File: src/design/mtf_pkg.sv
`timescale 1ns / 1ps
// ----------------------------------------------------------------------------
// mtf_pkg
// Shared operation codes and result type of the move-to-front list.
// ----------------------------------------------------------------------------
package mtf_pkg;

    // Operation selector carried on the input tuser bit
    localparam logic OP_INSERT = 1'b0;
    localparam logic OP_SEARCH = 1'b1;

    // Width of the input tdata and output tdata buses
    localparam int IN_DATA_W  = 32;
    localparam int OUT_DATA_W = 16;

    // One result transaction as produced by the controller
    typedef struct packed {
        logic [4:0] entry_count;
        logic       overflow;
        logic [3:0] old_position;
        logic       found;
    } mtf_result_t;

endpackage

File: src/design/mtf_mem.sv
`timescale 1ns / 1ps
// ----------------------------------------------------------------------------
// mtf_mem
// Entry store: one write port, one read port, registered read data.
// ----------------------------------------------------------------------------
module mtf_mem #(
    parameter int DEPTH  = 16,
    parameter int ADDR_W = 4
) (
    input  logic              clk,
    input  logic              wr_en,
    input  logic [ADDR_W-1:0] wr_addr,
    input  logic [31:0]       wr_data,
    input  logic [ADDR_W-1:0] rd_addr,
    output logic [31:0]       rd_data
);

    logic [31:0] mem [DEPTH];
    logic [31:0] rd_data_reg;

    always_ff @(posedge clk)
    begin
        if (wr_en)
        begin
            mem[wr_addr] <= wr_data;
        end
    end

    always_ff @(posedge clk)
    begin
        rd_data_reg <= mem[rd_addr];
    end

    assign rd_data = rd_data_reg;

endmodule

File: src/design/mtf_ctrl.sv
`timescale 1ns / 1ps
// ----------------------------------------------------------------------------
// mtf_ctrl
// Sequencer: ring-buffer head and count, front-to-back scan with shift-back
// write-behind, and result formation.
// ----------------------------------------------------------------------------
module mtf_ctrl #(
    parameter int LIST_DEPTH = 16,
    parameter int PW         = 4,
    parameter int CW         = 5
) (
    input  logic                clk,
    input  logic                rst_n,
    input  logic                in_valid,
    output logic                in_ready,
    input  logic                in_func,
    input  logic [31:0]         in_value,
    output logic                res_valid,
    output mtf_pkg::mtf_result_t res,
    input  logic                out_free,
    output logic                wr_en,
    output logic [PW-1:0]       wr_addr,
    output logic [31:0]         wr_data,
    output logic [PW-1:0]       rd_addr,
    input  logic [31:0]         rd_data
);
    import mtf_pkg::*;

    localparam logic [PW:0]   DEPTH_W   = (PW+1)'(LIST_DEPTH);
    localparam logic [PW-1:0] LAST_SLOT = PW'(LIST_DEPTH - 1);
    localparam logic [CW-1:0] CNT_FULL  = CW'(LIST_DEPTH);
    localparam logic [CW-1:0] CNT_ONE   = CW'(1);

    typedef enum logic [1:0] {
        S_IDLE,
        S_SCAN,
        S_TAIL,
        S_DONE
    } state_t;

    state_t      state_reg;
    logic [PW-1:0] head_reg;
    logic [CW-1:0] count_reg;
    logic [CW-1:0] idx_reg;
    logic [31:0]   val_reg;
    logic [31:0]   prev_reg;
    mtf_result_t   res_reg;

    logic [PW-1:0] head_dec;
    logic [CW-1:0] idx_inc;
    logic          hit;
    logic          last;

    // Ring slot of logical position off behind base
    function automatic logic [PW-1:0] slot_of(input logic [PW-1:0] base,
                                              input logic [CW-1:0] off);
        logic [PW:0] sum;
        sum = {1'b0, base} + (PW+1)'(off);
        if (sum >= DEPTH_W)
        begin
            sum = sum - DEPTH_W;
        end
        return sum[PW-1:0];
    endfunction

    assign head_dec = (head_reg == '0) ? LAST_SLOT : head_reg - PW'(1);
    assign idx_inc  = idx_reg + CNT_ONE;
    assign hit      = (rd_data == val_reg);
    assign last     = (idx_inc == count_reg);

    assign in_ready  = (state_reg == S_IDLE);
    assign res_valid = (state_reg == S_DONE);
    assign res       = res_reg;

    // Memory port control
    always_comb
    begin
        wr_en   = 1'b0;
        wr_addr = head_reg;
        wr_data = val_reg;
        rd_addr = head_reg;
        case (state_reg)
            S_IDLE:
            begin
                if (in_valid && in_func == OP_INSERT && count_reg != CNT_FULL)
                begin
                    wr_en   = 1'b1;
                    wr_addr = head_dec;
                    wr_data = in_value;
                end
            end
            S_SCAN:
            begin
                rd_addr = slot_of(head_reg, idx_inc);
                if (idx_reg != '0)
                begin
                    // write entry idx-1 one place back
                    wr_en   = 1'b1;
                    wr_addr = slot_of(head_reg, idx_reg);
                    wr_data = prev_reg;
                end
            end
            S_TAIL:
            begin
                wr_en   = 1'b1;
                wr_addr = slot_of(head_reg, count_reg);
                wr_data = prev_reg;
            end
            S_DONE:
            begin
                // hit goes to the front slot
                if (res_reg.found)
                begin
                    wr_en   = 1'b1;
                    wr_addr = head_reg;
                    wr_data = val_reg;
                end
            end
            default:
            begin
                wr_en = 1'b0;
            end
        endcase
    end

    always_ff @(posedge clk or negedge rst_n)
    begin
        if (!rst_n)
        begin
            state_reg <= S_IDLE;
            head_reg  <= '0;
            count_reg <= '0;
            idx_reg   <= '0;
            val_reg   <= '0;
            prev_reg  <= '0;
            res_reg   <= '0;
        end
        else
        begin
            case (state_reg)
                S_IDLE:
                begin
                    if (in_valid)
                    begin
                        val_reg <= in_value;
                        idx_reg <= '0;
                        if (in_func == OP_SEARCH)
                        begin
                            res_reg   <= {5'(count_reg), 1'b0, 4'd0, 1'b0};
                            state_reg <= (count_reg == '0) ? S_DONE : S_SCAN;
                        end
                        else
                        begin
                            if (count_reg == CNT_FULL)
                            begin
                                res_reg <= {5'(count_reg), 1'b1, 4'd0, 1'b0};
                            end
                            else
                            begin
                                head_reg  <= head_dec;
                                count_reg <= count_reg + CNT_ONE;
                                res_reg   <= {5'(count_reg + CNT_ONE), 1'b0, 4'd0, 1'b0};
                            end
                            state_reg <= S_DONE;
                        end
                    end
                end
                S_SCAN:
                begin
                    if (hit)
                    begin
                        res_reg   <= {res_reg.entry_count, 1'b0, 4'(idx_reg), 1'b1};
                        state_reg <= S_DONE;
                    end
                    else
                    begin
                        prev_reg <= rd_data;
                        idx_reg  <= idx_inc;
                        if (last)
                        begin
                            state_reg <= S_TAIL;
                        end
                    end
                end
                S_TAIL:
                begin
                    // whole list moved one slot back: advance the head
                    head_reg  <= slot_of(head_reg, CNT_ONE);
                    state_reg <= S_DONE;
                end
                S_DONE:
                begin
                    if (out_free)
                    begin
                        state_reg <= S_IDLE;
                    end
                end
                default:
                begin
                    state_reg <= S_IDLE;
                end
            endcase
        end
    end

endmodule

File: src/design/move_to_front_list.sv
`timescale 1ns / 1ps
// ----------------------------------------------------------------------------
// move_to_front_list
// Bounded move-to-front self-organizing list of signed 32-bit values.
// ----------------------------------------------------------------------------
// Usage:
//   Slave channel s_axis_*: one transaction per operation. tuser selects the
//   operation (0 insert at front, 1 search and move to front), tdata carries
//   the value. Master channel m_axis_*: exactly one result transaction per
//   operation, in order.
//   Entries live in a ring buffer in one synchronous RAM; the head pointer
//   moves back on insert, so an insert costs no shifting.
//   A search reads one entry per cycle from the front and, while it scans,
//   writes each entry it passed one slot back. A hit writes the entry before
//   it one slot back, then the value at the front slot while the result
//   waits; a miss writes the last entry behind the list and advances the
//   head, which restores the original order.
// Flow: operations do not overlap; a new one is accepted only in idle, once
//   the controller has handed the last result to the output register.
// Reset: the list is empty after reset; the RAM is not cleared, since only
//   entries below the count are ever used.
// Stall: the result is held in the output register; the next operation is
//   accepted while it waits, and its own result waits until the slot frees.
// ----------------------------------------------------------------------------
module move_to_front_list #(
    parameter int LIST_DEPTH = 16
) (
    input  logic        clk,
    input  logic        rst_n,
    input  logic        s_axis_tvalid,
    output logic        s_axis_tready,
    input  logic [31:0] s_axis_tdata,   // [31:0] item_value
    input  logic        s_axis_tuser,   // [0] func
    output logic        m_axis_tvalid,
    input  logic        m_axis_tready,
    // [0] found, [4:1] old_position, [5] overflow, [10:6] entry_count, zero fill
    output logic [15:0] m_axis_tdata
);
    import mtf_pkg::*;

    localparam int PW = $clog2(LIST_DEPTH);
    localparam int CW = $clog2(LIST_DEPTH + 1);

    logic          wr_en;
    logic [PW-1:0] wr_addr;
    logic [31:0]   wr_data;
    logic [PW-1:0] rd_addr;
    logic [31:0]   rd_data;

    logic          res_valid;
    mtf_result_t   res;
    logic          out_free;

    logic                  out_valid_reg;
    logic [OUT_DATA_W-1:0] out_data_reg;

    mtf_mem #(
        .DEPTH  (LIST_DEPTH),
        .ADDR_W (PW)
    ) u_mem (
        .clk     (clk),
        .wr_en   (wr_en),
        .wr_addr (wr_addr),
        .wr_data (wr_data),
        .rd_addr (rd_addr),
        .rd_data (rd_data)
    );

    mtf_ctrl #(
        .LIST_DEPTH (LIST_DEPTH),
        .PW         (PW),
        .CW         (CW)
    ) u_ctrl (
        .clk       (clk),
        .rst_n     (rst_n),
        .in_valid  (s_axis_tvalid),
        .in_ready  (s_axis_tready),
        .in_func   (s_axis_tuser),
        .in_value  (s_axis_tdata),
        .res_valid (res_valid),
        .res       (res),
        .out_free  (out_free),
        .wr_en     (wr_en),
        .wr_addr   (wr_addr),
        .wr_data   (wr_data),
        .rd_addr   (rd_addr),
        .rd_data   (rd_data)
    );

    // Output slot is free when empty or drained in this cycle
    assign out_free = !out_valid_reg || m_axis_tready;

    always_ff @(posedge clk or negedge rst_n)
    begin
        if (!rst_n)
        begin
            out_valid_reg <= 1'b0;
        end
        else if (res_valid && out_free)
        begin
            out_valid_reg <= 1'b1;
        end
        else if (m_axis_tready)
        begin
            out_valid_reg <= 1'b0;
        end
    end

    // Load the result fields, lowest field first, zero fill to 16 bits
    always_ff @(posedge clk)
    begin
        if (res_valid && out_free)
        begin
            out_data_reg <= OUT_DATA_W'(res);
        end
    end

    assign m_axis_tvalid = out_valid_reg;
    assign m_axis_tdata  = out_data_reg;

endmodule

File: config.mk
export PLATFORM = sky130hd
export DESIGN_NAME = move_to_front_list
export DESIGN_NICKNAME = d
export VERILOG_FILES = /design/src/design/mtf_pkg.sv /design/src/design/mtf_mem.sv /design/src/design/mtf_ctrl.sv /design/src/design/move_to_front_list.sv
export SDC_FILE = /design/constraint.sdc
export NUM_CORES = 1
export LEC_CHECK = 0
export BUFFER_PORTS_ARGS = -buffer_cell sky130_fd_sc_hd__buf_2
export CAP_MARGIN = 40
export CORE_MARGIN = 10
export CORE_UTILIZATION = 56
export DETAILED_ROUTE_END_ITERATION = 10
export PLACE_DENSITY = 0.74
export SLEW_MARGIN = 20
export SYNTH_ARGS = -nofsm -noshare
export SYNTH_HDL_FRONTEND = slang
export SYNTH_SLANG_ARGS = --single-unit
File: constraint.sdc
create_clock -name clk -period 11.7 [get_ports clk]
set_clock_uncertainty 0.1 [all_clocks]
set_input_delay 1.755 -clock clk [delete_from_list [all_inputs] [get_ports clk]]
set_output_delay 1.755 -clock clk [all_outputs]
set_load 0.02 [all_outputs]
Word-level counts from Yosys, hierarchy flattened
Memories as Yosys holds them, arrays and structs flattened. A register that Yosys moved wholly into a read port is not among the register bits.
Cells that the tools add are included.
{ "totals": {"n_memories": 1, "elab_cells": 105, "reg_bits": 103, "out_inout_bits": 18, "ram_bits": 512} }
{ "mem_list": {"columns": ["memory", "words", "word_bits", "read_ports", "rd_ports_with_merged_regs", "wr", "line", "text"], "rows": [
  ["u_mem.mem", 16, 32, 1, 1, 1, "mtf_mem.sv:18", "logic [31:0] mem [DEPTH];"]
]} }
{ "op_classes": {"n_eq_ne": 14, "add_sub_neg": 11, "reduce_logical": 20, "mux": 39, "n_bitwise": 4, "magnitude_cmp": 4} }
{ "op_table": {"columns": ["op", "n"], "rows": [
  ["$pmux 32 s4", 1],
  ["$mux 32", 2],
  ["$mux 4", 11],
  ["$mux 11", 3],
  ["$eq 32x32->1", 1],
  ["$pmux 11 s2", 1],
  ["$ge 5x5->1 const B", 4],
  ["$sub 4x1->4 const B", 5],
  ["$pmux 4 s4", 1],
  ["$add 4x5->5", 3],
  ["$mux 2", 6],
  ["$reduce_and 3->1", 4],
  ["$add 5x1->5 const B", 2],
  ["$mux 5", 2],
  ["$pmux 5 s2", 1],
  ["$ne 2x2->1 const B", 4],
  ["$pmux 2 s4", 1],
  ["$pmux 4 s2", 1],
  ["$reduce_and 4->1", 2],
  ["$mux 1", 7],
  ["$mux 6", 1],
  ["$reduce_bool 2->1", 3],
  ["$add 4x1->5 const B", 1],
  ["$eq 5x5->1", 1],
  ["other kinds (16)", 24]
]} }

Logic depth before layout (Yosys ltp)
Gate-level depths: netlist of run 1.
{ "logic_depth": {"depth_word": 7, "ltp_mapped": 11, "depth_no_buf": 9} }

By module
A second synthesis of run 1 with hierarchy kept.
{ "hier_totals": {"cells_unflattened": 1467, "hier_area_um2": 26133.8} }
{ "by_module_without_submodules": {"columns": ["mod", "area_each_um2", "cells_per_inst", "instances"], "rows": [
  ["mtf_mem", 19835.3, 838, 1],
  ["mtf_ctrl", 5873.1, 608, 1],
  ["move_to_front_list", 425.4, 21, 1]
]} }

Worst setup path before layout of run 1
Ideal clock, no wire load.
{ "synth_path": {"kind": "input port to flip-flop", "from": "input port s_axis_tuser", "to": "memory u_mem.mem[0][0], enable pin", "arrival_ns": 4.296, "setup_time_ns": 0.421, "cell_stages": 7, "setup_slack_ns": 6.883, "cell_sequence": "nand2b_1 or2_1 buf_2 or4_1 o211ai_1 a21oi_1 nor2_1"} }
{ "synth_via": {"elab_chain_cells": 7, "word_cells_on_any_way": 9, "classes_between": "mux (6); bitwise (1); reduce/logical (2)"} }
{ "synth_lines": {"columns": ["element", "line", "text"], "rows": [
  ["start: declaration", "move_to_front_list.sv:33", "input logic s_axis_tuser,"],
  ["$not 1->1 (no line) *", null, null],
  ["$logic_and 1x1->1 * (2 in series)", "mtf_ctrl.sv:85", "if (in_valid && in_func == OP_INSERT && count_reg != CNT_FULL)"],
  ["$mux 1", "mtf_ctrl.sv:85", null],
  ["$pmux 1 s4", "mtf_ctrl.sv:82", "case (state_reg)"],
  ["$mux 1", "mtf_mem.sv:23", "if (wr_en)"],
  ["$mux 1 (not written as such)", "mtf_mem.sv:25", "mem[wr_addr] <= wr_data;"],
  ["end: declaration", "mtf_mem.sv:18", null]
]} }
Every way passes the cells marked *; elsewhere a longest branch is shown, timed or not.

Final worst setup path of run 1
{ "layout_path": {"from": "register u_ctrl.idx_reg[0]", "to": "register u_mem.rd_data_reg[10], in the netlist u_mem.rd_data[10], read port of u_mem.mem"} }
{ "layout_via": {"elab_chain_cells": 5, "word_cells_on_any_way": 6, "classes_between": "add/sub (3); order compare (1); mux (2)"} }
{ "layout_lines": {"columns": ["element", "line", "text"], "rows": [
  ["start: declaration", "mtf_ctrl.sv:44", "logic [CW-1:0] idx_reg;"],
  ["start signal: assignment", "mtf_ctrl.sv:178", "idx_reg <= idx_inc;"],
  ["$add 5x1->5 *", "mtf_ctrl.sv:67", "assign idx_inc = idx_reg + CNT_ONE;"],
  ["$add 4x5->5 *", "mtf_ctrl.sv:58", "sum = {1'b0, base} + (PW+1)'(off);"],
  ["$sub 4x1->4 / $ge 5x5->1 (equally long branches)", "mtf_ctrl.sv:61, mtf_ctrl.sv:59", null],
  ["$mux 4 *", "mtf_ctrl.sv:59", "if (sum >= DEPTH_W)"],
  ["$mux 4 *", "mtf_ctrl.sv:82", null],
  ["end: declaration", "mtf_mem.sv:19", "logic [31:0] rd_data_reg;"]
]} }
Marked as above.
A chain may end at the register's enable or synchronous reset.

==> out/metrics.yaml, run 1 <==
yosys:
  avgSynthCellArea_sq_um: 18.7
  ys_async_sr_fraction_pct: 14.2
  synth_edf_count: 523
  ys_types: 58
  ys_ff_latch: 647
  syn_area_sq_mm: 0.0262
  ys.flop_type: "edfxtp_1"
  yosys_warnings: 0
  yosysSeqAreaShare_pct: 71.0
  synthesis.instances: 1400
global_routing:
  antenna_found_initial: 0
  first_global_vias: 14300
  grt_start_max_net_pins: 63
  grt_pass1_wl_um: 90800
  grt.overflow.total: 0
  grtUsageTotal_pct: 21.3
route:
  wl_per_cell_um: 27.6
  vias_per_cell: 6.41
  first_iter_violations: 1541
  drc: 0
  firstDrtPassIters: 5
  via_count: 13900
  ant_nets: 0
  routed_wl_um: 59700
floorplanning:
  core-area_sq_mm: 0.0465
  ios: 55
  initial_utilization_pct: 56.5
  fp.dieW_um: 237
  rows: 79
  dieArea_sq_mm: 0.0559
  die_y_um: 237
setup_path:
  crit_family: "buffers and inverters"
  critPathCaptureType: "flop"
  worstSetupPathType: "reg2reg"
  cp_num_cells: 13
  cp.required_ns: 12.11
  crit_chain: "inv_1 > ha_1 > inv_1 > fa_1 > xor2_1 > nor2_1 > a21oi_4 > buf_4 > buf_16 > buf_4 > buf_12 > mux4_2 > mux4_2"
  critical_path_buf_inv_count: 6
  max_stage_delay_ns: 0.56
  cp_max_fo: 49
  arrival_ns: 4.92
  cp-start-kind: "flop"
  ff2ff_path_depth: 13
  cp_slowest_cell: "buf_4"
cts:
  cts_max_level: 2
  cts.sinks: 647
  cts_buffers: 61
  cts.path.max_buffers: 3
  ctsHoldBuffers: 0
  clk_latency_ns: 0.64
  cts_tree: "yes"
  cts_root_buffer: "clkbuf_16"
  cts.reportedPaths.clkPinSlew_ns: 0.06
  cts_resized: 0
  post_cts_buffers: 0
place:
  gp_congestion: 0.816
  placedCellCount: 2044
  dp_hpwl_um: 35100
  numPortBuffers: 49
hold_path:
  holdPathStages: 0
  holdCritPathClass: "reg2reg"
sta:
  rsz0062_at_grt: "no"
  worst_slew_pin_slew_ns: 0.923
  timing.fmax_mhz: 222
  slew_headroom_pct: 38.5
  tns_ns: 0
  drv_slew: 0
  fin_crit_ns: 4.51
  finalSetupViolCount: 0
  period_share_pct: 38.6
  hold_violations: 0
layout:
  nNetsFinal: 1561
  layout_common_cells: "523 x edfxtp_1, 160 x mux4_2, 92 x dfrtp_1, 89 x nand2_1, 69 x buf_2"
  area_delta_synth_final_pct: 13.6
  largest_reg_flops: 512
  layoutNonFillerInstCount: 2162
  largest-register: "u_mem.mem"
  layout-drive-gt1-share_pct: 30.5
  diodes: 0
  final_common_cell: "edfxtp_1"
run:
  max_cap_viol_count: 0
power_and_ir_drop:
  p_leak_uw: 0.0101
  power.density_mw_per_mm2: 344
  vdd_drop_max_mv: 0.234
outcome:
  run_status: "finished clean"
area by class of cell:
type                            count  area [sq um]
Clock inverter                     41           485
Tap cell                          607           759
Multi-Input combinational cell    656          7350
Clock buffer                       75          1610
Sequential cell                   647         18600
Inverter                           15          56.3
Fill cell                        3076         16600
Timing Repair Buffer              121           923
layer usage:
metal	vias to the layer above	track usage, %	routed length, um
li1	5847	-	-
met1	7263	29.2	24300
met2	644	34.2	29200
met3	107	4.39	4740
met4	0	6.20	1500
met5	-	0	0
worst paths after layout:
kind,from,to,slack [ns]
max,u_ctrl.idx_reg[0],u_mem.rd_data[10],7.19
min,u_ctrl.res[6],m_axis_tdata[6],0.34
max reg2reg,u_ctrl.idx_reg[0],u_mem.rd_data[10],7.19
min reg2reg,u_ctrl.res[6],m_axis_tdata[6],0.34
max in group asynchronous,rst_n,u_ctrl.count_reg[1],9.25
min in group asynchronous,rst_n,u_ctrl.res[3],1.03
power by group:
part           leakage [uW]  switching, uW  total, uW  internal, uW
Combinational       0.00294           2390       4200          1810
Sequential          0.00614            308       4020          3710
Clock               0.00102            864       2050          1180
cells in the mapped netlist (16+ instances only):
library cell  instances  area [sq um]
edfxtp_1            523         15700
mux4_2              160          3600
dfrtp_1              92          2300
nand2_1              90           338
mux2_2               66           743
nor2_1               47           176
clkbuf_1             43           161
xnor2_1              40           350
a31oi_1              37           231
dfxtp_1              32           641
a221oi_1             31           272
buf_2                22           110
a21oi_1              21           105
nand3_1              21           105
ha_1                 19           238
o21ai_0              16          80.1
stage by stage:
stage	setup WS (ns)	hold slack, ns	instance area, sq um	utilization, %	total power (uW)
2_1_floorplan	6.88	0.326	26300	-	6800
3_3_place_gp	6.62	0.336	27300	58.7	7900
3_5_place_dp	6.67	0.333	27700	59.7	8220
4_1_cts	7.21	0.342	29800	64.2	10300
5_1_grt	7.05	0.354	29800	64.2	10700
6_report	7.19	0.341	29800	64.2	10300
worst register-to-register path: cells and delay by family, from the launching register on:
kind | cells | cell delay (ns)
buffers and inverters | 6 | 1.73
muxes | 2 | 0.87
adders and majority gates | 2 | 0.79
DFF | 1 | 0.52
xor gates and xnor gates | 1 | 0.17
AOI/OAI and AO/OA | 1 | 0.13
and+or+nand+nor | 1 | 0.08
cells by family (layout without fill, tap and decap cells):
kind of cell	Yosys count	after routing	share of synthesized area, %
muxes	236	236	17.0
adders and majority gates	22	22	1.13
DFF	647	647	71.0
other	1	5	0.0143
and+or+nand+nor	198	198	3.50
xor gates and xnor gates	54	54	1.83
buffers and inverters	101	252	1.79
AOI/OAI and AO/OA	141	141	3.73
(Power assumes the default switching activity.)
==> inputs of run 2 (changes only) <==
==> constraint.sdc (replaced) <==
create_clock -name clk -period 4.23 [get_ports clk]
set_clock_uncertainty 0.1 [all_clocks]
set_input_delay 0.6345 -clock clk [delete_from_list [all_inputs] [get_ports clk]]
set_output_delay 0.6345 -clock clk [all_outputs]
set_load 0.02 [all_outputs]
==> out/metrics.yaml, run 2 (same netlist as run 1, synthesis figures left out) <==
outcome:
  run_status: "finished clean"
layout:
  multi_input_area_sq_mm: 0.00735  # unchanged
  fill_cells: 3042  # -1.1%
  final_common_cell: "edfxtp_1"
  nNetsFinal: 1574  # +0.83%
  layout-drive-gt1-share_pct: 30.3  # -0.21 points
  regArea_sq_mm: 0.0186  # unchanged
  layoutNonFillerInstCount: 2176  # +0.65%
  layout_common_cells: "523 x edfxtp_1, 160 x mux4_2, 92 x dfrtp_1, 89 x nand2_1, 67 x clkbuf_16"
  diodes: 0  # unchanged
  final_util_pct: 64.7  # +0.52 points
  largest_reg_flops: 512  # unchanged
  area_delta_synth_final_pct: 14.6
  largest-register: "u_mem.mem"
sta:
  timing.fmax_mhz: 280  # +27%
  hold_violations: 0  # unchanged
  drv_slew: 0  # unchanged
  fin_hold_ws_ns: 0.195  # -0.146 ns
  tns_ns: 0  # unchanged
  period_share_pct: 84.3  # +46 points
  slew_headroom_pct: 38.7  # +0.28 points
  finalSetupViolCount: 0  # unchanged
  rsz0062_at_grt: "no"
  fin_crit_ns: 3.57  # -0.946 ns
  worst_slew_pin_slew_ns: 0.919  # -0.00419 ns
setup_path:
  r2r_setup_slack_ns: 0.66  # -6.52 ns
  cp-start-kind: "flop"
  ff2ff_path_depth: 10  # -3
  crit_end: "u_mem.rd_data[12]"
  cp.required_ns: 4.60  # -7.51 ns
  worstSetupPathType: "reg2reg"
  r2r-start: "u_ctrl.idx_reg[0]"
  critPathCaptureType: "flop"
  arrival_ns: 3.93  # -0.99 ns
  timing.rr.end: "u_mem.rd_data[12]"
  cp_max_fo: 76  # +55%
  startpoint: "u_ctrl.idx_reg[0]"
power_and_ir_drop:
  total_power_uw: 28400  # +180%
  p_leak_uw: 0.0102  # +0.83%
  power.density_mw_per_mm2: 943  # +170%
  vdd_drop_max_mv: 0.958  # +310%
place:
  placedCellCount: 2051  # +0.34%
  gp_congestion: 0.827  # +1.3%
  dp_hpwl_um: 32600  # -7.1%
  numPortBuffers: 49  # unchanged
cts:
  cts.sinks: 647  # unchanged
  post_cts_buffers: 0  # unchanged
  cts_buffers: 66  # +8.2%
  clk_latency_ns: 0.61  # -0.03 ns
  cts.reportedPaths.clkPinSlew_ns: 0.06  # about the same
  cts_tree: "yes"
  cts_root_buffer: "clkbuf_16"
  cts.path.max_buffers: 3  # unchanged
  cts_max_level: 3  # +1
global_routing:
  grt.overflow.total: 0  # unchanged
  grt_pass1_wl_um: 91800  # +1.0%
  first_global_vias: 14100  # -1.5%
  grt_start_max_net_pins: 77  # +22%
  antenna_found_initial: 0  # unchanged
  grtUsageTotal_pct: 22.0  # +0.67 points
floorplanning:
  ios: 55  # unchanged
  rows: 79  # unchanged
  fp.dieW_um: 237  # unchanged
  dieArea_sq_mm: 0.0559  # unchanged
  core-area_sq_mm: 0.0465  # unchanged
  initial_utilization_pct: 56.5  # unchanged
  die_y_um: 237  # unchanged
route:
  ant_nets: 0  # unchanged
  routed_wl_um: 61100  # +2.4%
  drc: 0  # unchanged
  firstDrtPassIters: 5  # unchanged
  wl_per_cell_um: 28.1  # +1.7%
  first_iter_violations: 1423  # -7.7%
  vias_per_cell: 6.40  # -0.21%
  via_count: 13900  # +0.44%
run:
  max_cap_viol_count: 0  # unchanged
hold_path:
  holdCritPathClass: "in2reg"
==> run 2: repair_timing <==
item,4_1_cts,5_1_grt
hold buffers,1,0
resized for setup,0,0
hold endpoints to repair,34,0
==> run 2: where the power goes <==
part | total (uW) | internal, uW | switching, uW
sequential | 11100 | 10300 | 823
clock | 5660 | 3280 | 2390
combinational | 11600 | 5150 | 6460
total | 28400 | 18700 | 9670
==> run 2: metal layers <==
| metal | GRT usage, % | share of wire (%) | vias to the layer above |
|---|---|---|---|
| met5 | 0 | 0 | - |
| met4 | 6.06 | 2.2 | 0 |
| met3 | 5.99 | 10 | 91 |
| met2 | 34.9 | 49 | 698 |
| met1 | 29.6 | 39 | 7242 |
| li1 | - | - | 5891 |
==> run 2: worst max-delay path, cell delays in order (launching register included) <==
cell	delay, ns
dfrtp_1	0.53
inv_1	0.14
ha_1	0.39
inv_1	0.07
fa_1	0.37
xor2_1	0.18
nor2_1	0.09
a21oi_4	0.21
buf_12	0.40
mux4_2	0.40
mux4_2	0.47
==> run 2: final cells by class <==
class                           instances  area share, %
Clock inverter                         19          0.766
Sequential cell                       647           62.0
Clock buffer                          103           6.36
Inverter                               15          0.187
Timing Repair Buffer                  129           3.72
Tap cell                              607           2.53
Multi-Input combinational cell        656           24.4
==> run 2: worst min-delay path by stage <==
stage,startpoint,end,slack [ns],cells after the start
final,s_axis_tdata[7],u_ctrl.val_reg[7],0.19,2
after global routing,s_axis_tdata[21],u_ctrl.val_reg[21],0.19,2
after CTS,s_axis_tdata[21],u_ctrl.val_reg[21],0.17,2
after detailed placement,u_ctrl.res[10],m_axis_tdata[10],0.34,0
after global placement,u_ctrl.res[6],m_axis_tdata[6],0.33,0
after floorplan,rst_n,m_axis_tvalid,0.24,0
==> run 2: through the flow <==
step	setup slack (ns)	area, sq um
2_1_floorplan	0.214	26300
3_3_place_gp	0.713	27900
3_5_place_dp	0.678	27900
4_1_cts	0.664	30100
5_1_grt	0.515	30100
6_report	0.664	30100
